--- src/hw/rtl/assert_macros.svh ---
// ----------------------------------------------------------------------------
// assert_macros.svh
// assertion helper macros, compiled out when SYNTH is defined
// ----------------------------------------------------------------------------
`ifndef ASSERT_MACROS_SVH
`define ASSERT_MACROS_SVH

`ifndef SYNTH
`define ZCPF_ASSERT(lbl, clk, rstn, prop) \
  lbl: assert property (@(posedge clk) disable iff (!rstn) (prop)) \
    else $error("zcpf assertion failed");
`define ZCPF_ASSERT_NEXT(lbl, clk, rstn, pre, post) \
  lbl: assert property (@(posedge clk) disable iff (!rstn) (pre) |=> (post)) \
    else $error("zcpf assertion failed");
`else
`define ZCPF_ASSERT(lbl, clk, rstn, prop)
`define ZCPF_ASSERT_NEXT(lbl, clk, rstn, pre, post)
`endif

`endif

--- src/hw/rtl/zcpf_pkg.sv ---
// ----------------------------------------------------------------------------
// zcpf_pkg
// shared types and constants of the zero-crossing firing control
// ----------------------------------------------------------------------------
`default_nettype none

package zcpf_pkg;

  localparam int unsigned AVG_DEPTH_DEF = 20;

  localparam int unsigned SAMPLE_W = 10;
  localparam int unsigned TS_W     = 32;
  localparam int unsigned FRAC_W   = 16;
  localparam int unsigned SCALE_W  = 16;
  localparam int unsigned MS_W     = 16;
  localparam int unsigned HZ_W     = 21;
  localparam int unsigned FREQ_W   = 29;
  localparam int unsigned CFG_IDX_W  = 2;
  localparam int unsigned CFG_DATA_W = 16;

  localparam logic [TS_W-1:0]     FREQ_NUM      = 32'd512000000;
  localparam logic [FREQ_W-1:0]   AVG_RESET_Q8  = 29'd15360;
  localparam logic [SAMPLE_W-1:0] MID_RESET     = 10'd512;
  localparam logic [FRAC_W-1:0]   FRAC_RESET    = 16'd16384;
  localparam logic [SCALE_W-1:0]  SCALE_RESET   = 16'd7680;

  typedef enum logic [CFG_IDX_W-1:0] {
    CFG_MIDLEVEL        = 2'd0,
    CFG_FIRING_FRACTION = 2'd1,
    CFG_DELAY_SCALE     = 2'd2
  } cfg_idx_e;

  typedef enum logic [3:0] {
    OP_NONE,
    OP_LOAD,
    OP_SAMPLE,
    OP_DIV_STEP,
    OP_PUSH,
    OP_AVG_SET,
    OP_TICK_INC,
    OP_TICK_MUL,
    OP_TICK_CMP,
    OP_OUT_LOAD
  } op_e;

  typedef struct packed {
    op_e op;
  } cmd_t;

  typedef struct packed {
    logic is_tick;
    logic rising;
    logic ts_ok;
    logic armed;
    logic div_last;
  } status_t;

endpackage

`default_nettype wire

--- src/hw/rtl/zcpf_if.sv ---
// ----------------------------------------------------------------------------
// zcpf_if
// valid/ready channel interfaces for input, result and configuration
// ----------------------------------------------------------------------------
`default_nettype none

interface zcpf_in_if import zcpf_pkg::*; ();
  logic                valid;
  logic                ready;
  logic                action;
  logic [SAMPLE_W-1:0] sample;
  logic [TS_W-1:0]     timestamp;
  modport source (output valid, action, sample, timestamp, input ready);
  modport sink   (input valid, action, sample, timestamp, output ready);
endinterface

interface zcpf_out_if import zcpf_pkg::*; ();
  logic            valid;
  logic            ready;
  logic            fire;
  logic            crossing;
  logic            updated;
  logic [HZ_W-1:0] average_hz;
  modport source (output valid, fire, crossing, updated, average_hz, input ready);
  modport sink   (input valid, fire, crossing, updated, average_hz, output ready);
endinterface

interface zcpf_cfg_if import zcpf_pkg::*; ();
  logic                  valid;
  logic                  ready;
  logic [CFG_IDX_W-1:0]  index;
  logic [CFG_DATA_W-1:0] data;
  modport source (output valid, index, data, input ready);
  modport sink   (input valid, index, data, output ready);
endinterface

`default_nettype wire

--- src/hw/rtl/zcpf_ctrl.sv ---
// ----------------------------------------------------------------------------
// zcpf_ctrl
// sequencer: steps the datapath through sample, division and tick work
// ----------------------------------------------------------------------------
`default_nettype none

module zcpf_ctrl import zcpf_pkg::*; (
  input  wire logic    clk_i,
  input  wire logic    rst_ni,
  input  wire logic    in_valid_i,
  output logic         in_ready_o,
  input  wire logic    out_ready_i,
  output logic         out_valid_o,
  input  wire status_t status_i,
  output cmd_t         cmd_o
);

  typedef enum logic [3:0] {
    S_IDLE, S_EVAL, S_DIV_FREQ, S_PUSH, S_DIV_AVG, S_AVG_SET,
    S_TICK_INC, S_TICK_MUL, S_TICK_CMP, S_FINISH
  } state_e;

  state_e state_q, state_d;
  logic   out_valid_q, out_valid_d;
  logic   slot_free;

  assign slot_free   = !out_valid_q || out_ready_i;
  assign in_ready_o  = (state_q == S_IDLE);
  assign out_valid_o = out_valid_q;

  always_comb begin
    state_d    = state_q;
    cmd_o.op   = OP_NONE;
    out_valid_d = out_valid_q && !out_ready_i;
    case (state_q)
      S_IDLE: begin
        if (in_valid_i) begin
          cmd_o.op = OP_LOAD;
          state_d  = S_EVAL;
        end
      end
      S_EVAL: begin
        if (status_i.is_tick) begin
          state_d = status_i.armed ? S_TICK_INC : S_FINISH;
        end else begin
          cmd_o.op = OP_SAMPLE;
          state_d  = (status_i.rising && status_i.ts_ok) ? S_DIV_FREQ : S_FINISH;
        end
      end
      S_DIV_FREQ: begin
        cmd_o.op = OP_DIV_STEP;
        if (status_i.div_last) state_d = S_PUSH;
      end
      S_PUSH: begin
        cmd_o.op = OP_PUSH;
        state_d  = S_DIV_AVG;
      end
      S_DIV_AVG: begin
        cmd_o.op = OP_DIV_STEP;
        if (status_i.div_last) state_d = S_AVG_SET;
      end
      S_AVG_SET: begin
        cmd_o.op = OP_AVG_SET;
        state_d  = S_FINISH;
      end
      S_TICK_INC: begin
        cmd_o.op = OP_TICK_INC;
        state_d  = S_TICK_MUL;
      end
      S_TICK_MUL: begin
        cmd_o.op = OP_TICK_MUL;
        state_d  = S_TICK_CMP;
      end
      S_TICK_CMP: begin
        cmd_o.op = OP_TICK_CMP;
        state_d  = S_FINISH;
      end
      S_FINISH: begin
        if (slot_free) begin
          cmd_o.op    = OP_OUT_LOAD;
          out_valid_d = 1'b1;
          state_d     = S_IDLE;
        end
      end
      default: state_d = S_IDLE;
    endcase
  end

  always_ff @(posedge clk_i or negedge rst_ni) begin
    if (!rst_ni) begin
      state_q     <= S_IDLE;
      out_valid_q <= 1'b0;
    end else begin
      state_q     <= state_d;
      out_valid_q <= out_valid_d;
    end
  end

endmodule

`default_nettype wire

--- src/hw/rtl/zcpf_dp.sv ---
// ----------------------------------------------------------------------------
// zcpf_dp
// datapath: config registers, frequency ring, shared divider, firing compare
// ----------------------------------------------------------------------------
`default_nettype none

module zcpf_dp import zcpf_pkg::*; #(
  parameter int unsigned AVG_DEPTH = AVG_DEPTH_DEF
) (
  input  wire logic                  clk_i,
  input  wire logic                  rst_ni,
  input  wire cmd_t                  cmd_i,
  output status_t                    status_o,
  input  wire logic                  cfg_we_i,
  input  wire logic [CFG_IDX_W-1:0]  cfg_index_i,
  input  wire logic [CFG_DATA_W-1:0] cfg_data_i,
  input  wire logic                  in_action_i,
  input  wire logic [SAMPLE_W-1:0]   in_sample_i,
  input  wire logic [TS_W-1:0]       in_timestamp_i,
  output logic                       fire_o,
  output logic                       crossing_o,
  output logic                       updated_o,
  output logic [HZ_W-1:0]            average_hz_o
);

  localparam int unsigned PosW   = (AVG_DEPTH > 1) ? $clog2(AVG_DEPTH) : 1;
  localparam int unsigned FillW  = $clog2(AVG_DEPTH + 1);
  localparam int unsigned TotalW = FREQ_W + FillW;
  localparam int unsigned CntW   = $clog2(TotalW);
  localparam int unsigned ProdW  = MS_W + FREQ_W;
  localparam int unsigned LhsW   = ProdW + 8;
  localparam int unsigned RhsW   = SCALE_W + FRAC_W;

  logic [SAMPLE_W-1:0] mid_q;
  logic [FRAC_W-1:0]   frac_q;
  logic [SCALE_W-1:0]  scale_q;

  logic                action_q;
  logic [SAMPLE_W-1:0] sample_q;
  logic [TS_W-1:0]     ts_q;

  logic                last_above_q;
  logic [TS_W-1:0]     last_cap_q;
  logic [FREQ_W-1:0]   ring_q [AVG_DEPTH];
  logic [PosW-1:0]     pos_q;
  logic [FillW-1:0]    fill_q;
  logic [TotalW-1:0]   total_q;
  logic [FREQ_W-1:0]   avg_q;
  logic                armed_q;
  logic [MS_W-1:0]     ms_q;

  logic [TotalW-1:0]   dq_q;
  logic [TS_W-1:0]     rem_q;
  logic [TS_W-1:0]     dvs_q;
  logic [CntW-1:0]     cnt_q;

  logic [ProdW-1:0]    prod_q;
  logic [RhsW-1:0]     rhs_q;

  logic res_fire_q, res_cross_q, res_upd_q;

  logic              above, rising;
  logic [TS_W-1:0]   elapsed, divisor;
  logic [TS_W:0]     rem_shift;
  logic              q_bit;
  logic [FREQ_W-1:0] new_freq;
  logic [TotalW-1:0] total_new;
  logic [FillW-1:0]  fill_new;
  logic              fire_hit;

  assign above     = (sample_q >= mid_q);
  assign rising    = !last_above_q && above;
  assign elapsed   = ts_q - last_cap_q;
  assign divisor   = (elapsed == '0) ? TS_W'(1) : elapsed;
  assign rem_shift = {rem_q, dq_q[TotalW-1]};
  assign q_bit     = (rem_shift >= {1'b0, dvs_q});
  assign new_freq  = dq_q[FREQ_W-1:0];
  assign total_new = total_q - TotalW'(ring_q[pos_q]) + TotalW'(new_freq);
  assign fill_new  = (fill_q < FillW'(AVG_DEPTH)) ? fill_q + FillW'(1) : fill_q;
  assign fire_hit  = (avg_q != '0) && ({prod_q, 8'd0} >= LhsW'(rhs_q));

  assign status_o.is_tick  = action_q;
  assign status_o.rising   = rising;
  assign status_o.ts_ok    = (ts_q >= last_cap_q);
  assign status_o.armed    = armed_q;
  assign status_o.div_last = (cnt_q == CntW'(TotalW - 1));

  // config registers
  always_ff @(posedge clk_i or negedge rst_ni) begin
    if (!rst_ni) begin
      mid_q   <= MID_RESET;
      frac_q  <= FRAC_RESET;
      scale_q <= SCALE_RESET;
    end else if (cfg_we_i) begin
      case (cfg_index_i)
        CFG_MIDLEVEL:        mid_q   <= cfg_data_i[SAMPLE_W-1:0];
        CFG_FIRING_FRACTION: frac_q  <= cfg_data_i[FRAC_W-1:0];
        CFG_DELAY_SCALE:     scale_q <= cfg_data_i[SCALE_W-1:0];
        default: ;
      endcase
    end
  end

  // item payload and working registers
  always_ff @(posedge clk_i) begin
    case (cmd_i.op)
      OP_LOAD: begin
        action_q <= in_action_i;
        sample_q <= in_sample_i;
        ts_q     <= in_timestamp_i;
      end
      OP_SAMPLE: begin
        dq_q  <= TotalW'(FREQ_NUM);
        dvs_q <= divisor;
        rem_q <= '0;
        cnt_q <= '0;
      end
      OP_DIV_STEP: begin
        rem_q <= TS_W'(q_bit ? rem_shift - {1'b0, dvs_q} : rem_shift);
        dq_q  <= {dq_q[TotalW-2:0], q_bit};
        cnt_q <= cnt_q + CntW'(1);
      end
      OP_PUSH: begin
        dq_q  <= total_new;
        dvs_q <= TS_W'(fill_new);
        rem_q <= '0;
        cnt_q <= '0;
      end
      OP_TICK_MUL: begin
        prod_q <= ProdW'(ms_q) * ProdW'(avg_q);
        rhs_q  <= RhsW'(scale_q) * RhsW'(frac_q);
      end
      OP_OUT_LOAD: begin
        fire_o       <= res_fire_q;
        crossing_o   <= res_cross_q;
        updated_o    <= res_upd_q;
        average_hz_o <= avg_q[FREQ_W-1:8];
      end
      default: ;
    endcase
  end

  // block state
  always_ff @(posedge clk_i or negedge rst_ni) begin
    if (!rst_ni) begin
      last_above_q <= 1'b0;
      last_cap_q   <= '0;
      for (int i = 0; i < AVG_DEPTH; i++) ring_q[i] <= '0;
      pos_q        <= '0;
      fill_q       <= '0;
      total_q      <= '0;
      avg_q        <= AVG_RESET_Q8;
      armed_q      <= 1'b0;
      ms_q         <= '0;
      res_fire_q   <= 1'b0;
      res_cross_q  <= 1'b0;
      res_upd_q    <= 1'b0;
    end else begin
      case (cmd_i.op)
        OP_LOAD: begin
          res_fire_q  <= 1'b0;
          res_cross_q <= 1'b0;
          res_upd_q   <= 1'b0;
        end
        OP_SAMPLE: begin
          last_above_q <= above;
          res_cross_q  <= rising;
        end
        OP_PUSH: begin
          ring_q[pos_q] <= new_freq;
          total_q       <= total_new;
          pos_q         <= (pos_q == PosW'(AVG_DEPTH - 1)) ? '0 : pos_q + PosW'(1);
          fill_q        <= fill_new;
          last_cap_q    <= ts_q;
          armed_q       <= 1'b1;
          res_upd_q     <= 1'b1;
        end
        OP_AVG_SET: avg_q <= dq_q[FREQ_W-1:0];
        OP_TICK_INC: begin
          if (ms_q != '1) ms_q <= ms_q + MS_W'(1);
        end
        OP_TICK_CMP: begin
          if (fire_hit) begin
            res_fire_q <= 1'b1;
            armed_q    <= 1'b0;
            ms_q       <= '0;
          end
        end
        default: ;
      endcase
    end
  end

endmodule

`default_nettype wire

--- src/hw/rtl/zero_cross_phase_fire_control_top.sv ---
// ----------------------------------------------------------------------------
// zero_cross_phase_fire_control_top
// zero-crossing phase-angle firing control, sequencer plus datapath
// ----------------------------------------------------------------------------
// channels: in_i takes an ADC sample with its 2 MHz timestamp (action 0) or
// a 1 ms firing tick (action 1); out_o returns one result per item with
// fire, crossing, updated and the integer average frequency; cfg_i writes
// the midpoint level (0), firing_fraction (1) and delay_scale (2), always ready.
// one item is in work at a time; in_i.ready is high only when idle.
// a sample without an update and a disarmed tick go from evaluation straight
// to the result; an armed tick adds the increment, multiply and compare steps;
// a crossing that updates the average runs the bit-serial divider, shared by
// the period and the average division, over W = 29 + clog2(AVG_DEPTH+1)
// quotient bits for each division, with the ring push between the two.
// a finished result waits in the output register; the next item is taken
// while it waits, and is held in its last step until out_o.ready frees
// the register.
// reset clears the ring, the sum and the timing state, sets the average to
// 60 Hz and the registers to their defaults.
// ----------------------------------------------------------------------------
`default_nettype none
`include "assert_macros.svh"

module zero_cross_phase_fire_control_top import zcpf_pkg::*; #(
  parameter int unsigned AVG_DEPTH = AVG_DEPTH_DEF
) (
  input wire logic clk_i,
  input wire logic rst_ni,
  zcpf_in_if.sink    in_i,
  zcpf_out_if.source out_o,
  zcpf_cfg_if.sink   cfg_i
);

  cmd_t    cmd;
  status_t status;

  assign cfg_i.ready = 1'b1;

  zcpf_ctrl u_ctrl (
    .clk_i       (clk_i),
    .rst_ni      (rst_ni),
    .in_valid_i  (in_i.valid),
    .in_ready_o  (in_i.ready),
    .out_ready_i (out_o.ready),
    .out_valid_o (out_o.valid),
    .status_i    (status),
    .cmd_o       (cmd)
  );

  zcpf_dp #(
    .AVG_DEPTH (AVG_DEPTH)
  ) u_dp (
    .clk_i          (clk_i),
    .rst_ni         (rst_ni),
    .cmd_i          (cmd),
    .status_o       (status),
    .cfg_we_i       (cfg_i.valid),
    .cfg_index_i    (cfg_i.index),
    .cfg_data_i     (cfg_i.data),
    .in_action_i    (in_i.action),
    .in_sample_i    (in_i.sample),
    .in_timestamp_i (in_i.timestamp),
    .fire_o         (out_o.fire),
    .crossing_o     (out_o.crossing),
    .updated_o      (out_o.updated),
    .average_hz_o   (out_o.average_hz)
  );

  `ZCPF_ASSERT_NEXT(a_busy_after_accept, clk_i, rst_ni, in_i.valid && in_i.ready, !in_i.ready)
  `ZCPF_ASSERT(a_load_slot_free, clk_i, rst_ni, (cmd.op != OP_OUT_LOAD) || !out_o.valid || out_o.ready)
  `ZCPF_ASSERT(a_upd_needs_cross, clk_i, rst_ni, !out_o.valid || !out_o.updated || out_o.crossing)
  `ZCPF_ASSERT(a_fire_is_tick, clk_i, rst_ni, !out_o.valid || !out_o.fire || !out_o.crossing)

endmodule

`default_nettype wire

--- src/flat_wrapper.sv ---
// flat-port wrapper written by rule: the top's interface ports become plain ports
module zero_cross_phase_fire_control_top_flat import zcpf_pkg::*;
#(
  parameter int unsigned AVG_DEPTH = AVG_DEPTH_DEF
)
  (clk_i, rst_ni, in_i_valid, in_i_action, in_i_sample, in_i_timestamp, in_i_ready, out_o_valid, out_o_fire, out_o_crossing, out_o_updated, out_o_average_hz, out_o_ready, cfg_i_valid, cfg_i_index, cfg_i_data, cfg_i_ready);
  zcpf_in_if in_i_i ();
  zcpf_out_if out_o_i ();
  zcpf_cfg_if cfg_i_i ();
  input wire logic clk_i;
  input wire logic rst_ni;
  input wire logic [$bits(in_i_i.valid)-1:0] in_i_valid;
  input wire logic [$bits(in_i_i.action)-1:0] in_i_action;
  input wire logic [$bits(in_i_i.sample)-1:0] in_i_sample;
  input wire logic [$bits(in_i_i.timestamp)-1:0] in_i_timestamp;
  output wire logic [$bits(in_i_i.ready)-1:0] in_i_ready;
  output wire logic [$bits(out_o_i.valid)-1:0] out_o_valid;
  output wire logic [$bits(out_o_i.fire)-1:0] out_o_fire;
  output wire logic [$bits(out_o_i.crossing)-1:0] out_o_crossing;
  output wire logic [$bits(out_o_i.updated)-1:0] out_o_updated;
  output wire logic [$bits(out_o_i.average_hz)-1:0] out_o_average_hz;
  input wire logic [$bits(out_o_i.ready)-1:0] out_o_ready;
  input wire logic [$bits(cfg_i_i.valid)-1:0] cfg_i_valid;
  input wire logic [$bits(cfg_i_i.index)-1:0] cfg_i_index;
  input wire logic [$bits(cfg_i_i.data)-1:0] cfg_i_data;
  output wire logic [$bits(cfg_i_i.ready)-1:0] cfg_i_ready;
  assign in_i_i.valid = in_i_valid;
  assign in_i_i.action = in_i_action;
  assign in_i_i.sample = in_i_sample;
  assign in_i_i.timestamp = in_i_timestamp;
  assign in_i_ready = in_i_i.ready;
  assign out_o_valid = out_o_i.valid;
  assign out_o_fire = out_o_i.fire;
  assign out_o_crossing = out_o_i.crossing;
  assign out_o_updated = out_o_i.updated;
  assign out_o_average_hz = out_o_i.average_hz;
  assign out_o_i.ready = out_o_ready;
  assign cfg_i_i.valid = cfg_i_valid;
  assign cfg_i_i.index = cfg_i_index;
  assign cfg_i_i.data = cfg_i_data;
  assign cfg_i_ready = cfg_i_i.ready;
  zero_cross_phase_fire_control_top #(.AVG_DEPTH(AVG_DEPTH)) u_core (.clk_i(clk_i), .rst_ni(rst_ni), .in_i(in_i_i), .out_o(out_o_i), .cfg_i(cfg_i_i));
endmodule
--- config.mk ---
export PLATFORM = sky130hd
export DESIGN_NAME = zero_cross_phase_fire_control_top_flat
export DESIGN_NICKNAME = d
export VERILOG_FILES = /design/src/hw/rtl/zcpf_pkg.sv /design/src/hw/rtl/zcpf_if.sv /design/src/hw/rtl/zcpf_ctrl.sv /design/src/hw/rtl/zcpf_dp.sv /design/src/hw/rtl/zero_cross_phase_fire_control_top.sv /design/src/flat_wrapper.sv
export VERILOG_INCLUDE_DIRS = /design/src /design/src/hw/rtl
export SDC_FILE = /design/constraint.sdc
export NUM_CORES = 2
export LEC_CHECK = 0
export ABC_AREA = 1
export BUFFER_PORTS_ARGS = -buffer_cell sky130_fd_sc_hd__buf_2
export CELL_PAD_IN_SITES_DETAIL_PLACEMENT = 0
export CELL_PAD_IN_SITES_GLOBAL_PLACEMENT = 1
export CORE_MARGIN = 2
export CORE_UTILIZATION = 48
export CTS_BUF_LIST = sky130_fd_sc_hd__clkbuf_16
export CTS_CLUSTER_DIAMETER = 120
export CTS_CLUSTER_SIZE = 20
export DETAILED_ROUTE_END_ITERATION = 8
export GPL_ROUTABILITY_DRIVEN = 0
export HOLD_SLACK_MARGIN = 0.15
export PLACE_DENSITY = 0.83
export REMOVE_ABC_BUFFERS = 1
export SLEW_MARGIN = 20
export SYNTH_ARGS = -nofsm -noshare
export SYNTH_HDL_FRONTEND = slang
export SYNTH_SLANG_ARGS = --single-unit
--- constraint.sdc ---
create_clock -name clk_i -period 8.7 [get_ports clk_i]
set_input_delay 0.87 -clock clk_i [delete_from_list [all_inputs] [get_ports clk_i]]
set_output_delay 0.87 -clock clk_i [all_outputs]
set_load 0.005 [all_outputs]
Yosys cells after proc, flatten, opt, wreduce, memory -nomap -nowiden
Cells that the tools add are included.
{ "classes": {"addsub": 8, "n_mul": 2, "magnitude_cmp": 7, "n_eq_ne": 29, "muxes": 37, "bitwise": 1, "n_reduce_logical": 31} }
{ "ops": {"columns": ["op", "count"], "rows": [
  ["$bwmux 580", 1],
  ["$bmux 29 s5", 1],
  ["$demux 29 s5", 1],
  ["$pmux 32 s2", 2],
  ["$pmux 34 s3", 1],
  ["$mux 29", 3],
  ["$pmux 4 s9", 2],
  ["$mux 32", 2],
  ["$sub 32x32->32", 2],
  ["$ge 53x32->1", 1],
  ["$mul 16x29->45", 1],
  ["$add 34x29->34", 1],
  ["$sub 34x29->34", 1],
  ["$ge 33x32->1", 1],
  ["$eq 4x3->1 const B", 8],
  ["$ge 32x32->1", 1],
  ["$logic_not 32->1", 1],
  ["$mul 16x16->32", 1],
  ["$mux 16", 2],
  ["$mux 4", 8],
  ["$pmux 16 s2", 1],
  ["$reduce_bool 29->1", 1],
  ["$add 16x1->16 const B", 1],
  ["$eq 4x2->1 const B", 4],
  ["32 further kinds", 67]
]} }
{ "word_totals": {"regBits": 1001, "inputBits": 66, "out_inout_bits": 27} }

Longest topological paths before layout
{ "depth": {"word_depth": 7, "ltp_mapped": 28} }

By module
From an unflattened synthesis, not the netlist that was laid out.
{ "unflattened": {"hier_cells": 9046, "area_unflattened_um2": 73494.2} }
{ "modules_own_cells": {"columns": ["mod", "n_inst", "cells_each", "area_each_um2", "seq_area_each_um2"], "rows": [
  ["zcpf_dp", 1, 8980, 73082.6, 26177.6],
  ["zcpf_ctrl", 1, 64, 400.4, 125.1],
  ["zero_cross_phase_fire_control_top", 1, 2, 11.3, 0.0]
]} }

Worst setup path before layout
OpenSTA, ideal clock, no wires.
{ "synth_path": {"path_type": "flip-flop to flip-flop", "start": "register u_core.u_dp.avg_q[10]", "end": "register u_core.u_dp.prod_q[44] (data pin)", "setup_ns": 0.262, "arrival_ns": 5.755, "required_ns": 8.438, "setup_slack_ns": 2.683, "stages_incl_launch_ff": 22, "synth_period_minus_slack_ns": 6.017, "path_cell_list": "dfstp_2 -> clkbuf_1 -> buf_1 -> nand2_1 -> fa_1 -> fa_1 -> fa_1 -> fa_1 -> inv_1 -> fa_1 -> inv_1 -> fa_1 -> inv_1 -> ha_1 -> nand2_1 -> nor2_1 -> inv_1 -> o21ai_0 -> a21oi_1 -> o21ai_0 -> a21oi_1 -> xor2_1"} }
{ "synth_between": {"elab_chain_len": 1} }
{ "synth_rtl": {"columns": ["element", "line", "source"], "rows": [
  ["start: declaration", "zcpf_dp.sv:48", "logic [FREQ_W-1:0] avg_q;"],
  ["start signal: assignment", "zcpf_dp.sv:178", "OP_AVG_SET: avg_q <= dq_q[FREQ_W-1:0];"],
  ["$mul 16x29->45", "zcpf_dp.sv:130", "prod_q <= ProdW'(ms_q) * ProdW'(avg_q);"],
  ["end signal: assignment", "zcpf_dp.sv:130", null],
  ["end: declaration", "zcpf_dp.sv:57", "logic [ProdW-1:0] prod_q;"]
]} }
Every way passes these cells.
A chain may end at the register's enable or synchronous reset.

Final worst setup path
{ "layout_path": {"start": "register u_core.u_dp.ms_q[7]", "end": "register u_core.u_dp.prod_q[31] (data pin)"} }
{ "layout_between": {"elab_chain_len": 1} }
{ "layout_rtl": {"columns": ["element", "line", "source"], "rows": [
  ["start: declaration", "zcpf_dp.sv:50", "logic [MS_W-1:0] ms_q;"],
  ["start signal: assignment", "zcpf_dp.sv:180", "if (ms_q != '1) ms_q <= ms_q + MS_W'(1);"],
  ["$mul 16x29->45", "zcpf_dp.sv:130", null]
]} }
Every way passes these cells.

==> impl_metrics.env <==
export IMPL_nets=9855
export IMPL_hp_class="input port to asynchronous set/reset pin"
export IMPL_ys_seq_elements=1001
export IMPL_crit_path_start_kind="flip-flop"
export IMPL_end_kind="flip-flop"
export IMPL_yosys_area_share_simple_pct=15.82
export IMPL_core_area_um2=152300
export IMPL_die_h_um=395.9
export IMPL_die_area_um2=156700
export IMPL_clk_latency_ps=740
export IMPL_holdBufCountCts=0
export IMPL_cts_buffers=58
export IMPL_synth_edff_count=248
export IMPL_ys_top_cells_by_area="dfrtp_1, fa_1, nand2_1, edfxtp_1, inv_1"
export IMPL_cp_arrival_ps=7230
export IMPL_num_vias=58900
export IMPL_syn_inst=9080
export IMPL_grt_antenna_before_repair=4
export IMPL_num_rows=143
export IMPL_yosysTopAreaCell="dfrtp_1"
export IMPL_utilization_pct=50.80
export IMPL_area_growth_pct=4.926
export IMPL_tns_ps=0
export IMPL_wl_um=206700
export IMPL_netlist_area_leader_share_pct=25.22
export IMPL_io_pins=93
export IMPL_clk_pin_slew_ps=90
export IMPL_clock_skew_ps=82.88
export IMPL_outcome="finished, final reports clean"
export IMPL_grt_usage_pct=26.64
export IMPL_finalCriticalPeriod_ps=6823
export IMPL_viasPerCell=5.410
export IMPL_drt_pass1_iterations=5
export IMPL_timing_final_crit_share_pct=78.42
export IMPL_muxShareOfSynthArea_pct=0
export IMPL_required_ps=9110
export IMPL_dpl_worst_slack_ps=1995
export IMPL_fill_cells=14580
export IMPL_diodes=0
export IMPL_io_buffer_count=91
export IMPL_cap_violations=0
export IMPL_postRouteAntennaNets=0
export IMPL_rsz0062_at_grt="no"
export IMPL_max_freq_ghz=0.1466
export IMPL_fin_ws_ps=1877
export IMPL_synth_top_family_by_area="adder cells"
export IMPL_synth_fa_ha_area_share_pct=22.45
export IMPL_tritoncts="yes"
export IMPL_drc=0
export IMPL_clock_sinks=1001
export IMPL_path_class="flip-flop to flip-flop"
export IMPL_final_common_cell="nand2_1"
export IMPL_finalSetupViolations=0
export IMPL_worst_path_max_fanout=22
export IMPL_seq_area_frac_synth_pct=35.68
export IMPL_hold_viol_final=0
export IMPL_final_cell_mix="nand2_1, inv_1, o21ai_0"
export IMPL_vdd_drop_max_mv=0.3926
export IMPL_synth_xor_area_share_pct=1.402
export IMPL_die_width_um=395.9
export IMPL_yosysUniqueCellTypes=55
export IMPL_cts_setup_buffers=0
export IMPL_leakage_nw=38.97
export IMPL_grt_pass1_vias=58560
export IMPL_drt_wirelength_per_cell_um=18.99
export IMPL_r2r_start="u_core.u_dp.ms_q[7]$_DFFE_PN0P_"
export IMPL_slew_violations=0
export IMPL_drt_iter0_drc=5624
export IMPL_powerDensity_nw_per_um2=341.6
export IMPL_async_reset_ff_share_pct=75.22
export IMPL_synth_area_per_cell_um2=8.118
export IMPL_worst_slew_pin_slew_ps=1115
export IMPL_synth_compound_area_share_pct=13.19
export IMPL_drive_gt1_share_pct=3.782
export IMPL_cts_buffer_depth=3
export IMPL_overflow=0
export IMPL_relSlewSlack_pct=25.68
export IMPL_synth_main_ff_cell="dfrtp_1"
export IMPL_cts_root_buf="clkbuf_16"
export IMPL_cp_startpoint="u_core.u_dp.ms_q[7]$_DFFE_PN0P_"
export IMPL_ys_warn_count=0
export IMPL_cts_resized=0
export IMPL_netlist_area_um2=73710
export IMPL_grt_pass1_wl_um=331400
export IMPL_worstRegToRegCells=20
export IMPL_htreeDepth=2
export IMPL_grt_max_degree=179
export IMPL_start_util_pct=48.41
export IMPL_dp_hpwl_um=144400
[metal layers]
metal  routed length [um]  up-vias  track usage, %
li1                     -    27690               -
met1                95210    28910           40.10
met2                92080     2026           41.46
met3                15180      267           3.243
met4                 4249        2           5.439
met5                   13        -               0
[metrics by stage]
step | power [mW] | hold slack [ps] | std cells | area (um2)
after global placement | 23.15 | 442.8 | 10800 | 75620
after detailed placement | 23.33 | 439.4 | 10800 | 75620
final | 26.42 | 127.1 | 10890 | 77340
after global routing | 28.93 | 180.3 | 10890 | 77340
after floorplan | 18.34 | 424.9 | 8582 | 71710
after CTS | 26.36 | 165.0 | 10890 | 77340
[flip-flops by register name, indices dropped and copies added, names as in the netlist, 21 cells and up]
signal / count
u_core.u_dp.ring_q: 580
u_core.u_dp.rhs_q: 32
u_core.u_dp.dq_q: 34
u_core.u_dp.prod_q: 45
u_core.u_dp.average_hz_o: 21
u_core.u_dp.last_cap_q: 32
u_core.u_dp.dvs_q: 32
u_core.u_dp.avg_q: 29
u_core.u_dp.total_q: 34
u_core.u_dp.rem_q: 32
u_core.u_dp.ts_q: 32
[critical path: stages, from the launching register on]
cell,delay [ps]
dfrtp_1,1020
buf_4,280
nand2_1,80
fa_1,570
inv_1,50
fa_1,480
fa_1,570
fa_1,430
fa_1,500
inv_1,60
fa_1,480
inv_1,40
ha_1,340
a21oi_1,170
inv_1,70
a21oi_1,220
o21a_1,180
o21ai_0,160
a31oi_1,450
o21ai_0,180
xor2_1,160
[cells by family (layout without fill, tap and decap cells)]
| logic type | after synthesis | after routing |
|---|---|---|
| flops | 1001 | 1001 |
| compound gates | 1849 | 1849 |
| simple gates | 2935 | 2935 |
| buf+inv | 2214 | 1992 |
| xor+xnor | 118 | 118 |
| other cells | 1 | 1 |
| fa+ha+maj | 962 | 962 |
[cells in the mapped netlist, types with 3 or more instances]
cell,instances
dfrtp_1,743
o211ai_1,9
o21bai_1,20
and2_1,4
nor3_1,34
xor2_1,66
nand4_1,33
ha_1,361
a21o_1,19
clkbuf_1,400
nand3b_1,13
nand3_1,188
nand2_1,2049
a31oi_1,25
nor2_1,555
o22ai_1,31
inv_1,1708
a21boi_0,31
nor2_2,3
inv_2,6
buf_4,11
or2_2,13
xnor2_1,52
nor4_1,21
edfxtp_1,248
o21ai_0,1084
o21ai_1,15
a21oi_1,561
fa_1,601
dfstp_2,10
a221oi_1,35
a211o_1,4
buf_2,52
nand2_2,5
nor3_2,8
buf_1,32
o21a_1,6
[final cells by class]
cell class,count,area (um2),area share (%)
inverter,1716,6452,8.343
clock buffer,61,1526,1.974
timing repair buffer,185,1209,1.563
clock inverter,30,188.9,0.2443
sequential,1001,26310,34.02
tap,2030,2540,3.284
multi-input combinational,5865,39120,50.57
[power by group]
| group | switching, mW | leakage [nW] | internal, mW | total [mW] |
|---|---|---|---|---|
| sequential | 1.08 | 12.6 | 6.13 | 7.21 |
| combinational | 10.9 | 25.5 | 5.37 | 16.3 |
| clock | 1.67 | 0.921 | 1.27 | 2.94 |
| total | 13.6 | 39.0 | 12.8 | 26.4 |
[final timing paths]
check | end | slack (ps)
setup / recovery | u_core.u_dp.prod_q[31]$_DFFE_PN_ | 1880
hold / removal | u_core.u_dp.ring_q[369]$_DFFE_PN0P_ | 130
setup reg to reg | u_core.u_dp.prod_q[31]$_DFFE_PN_ | 1880
hold reg to reg | u_core.u_dp.fire_o$_DFFE_PN_ | 460
max in group asynchronous | u_core.u_dp.pos_q[0]$_DFFE_PN0P_ | 6470
min in group clk_i | u_core.u_dp.ts_q[12]$_DFFE_PP_ | 330
Note: power is estimated with default switching activity, not from simulation.
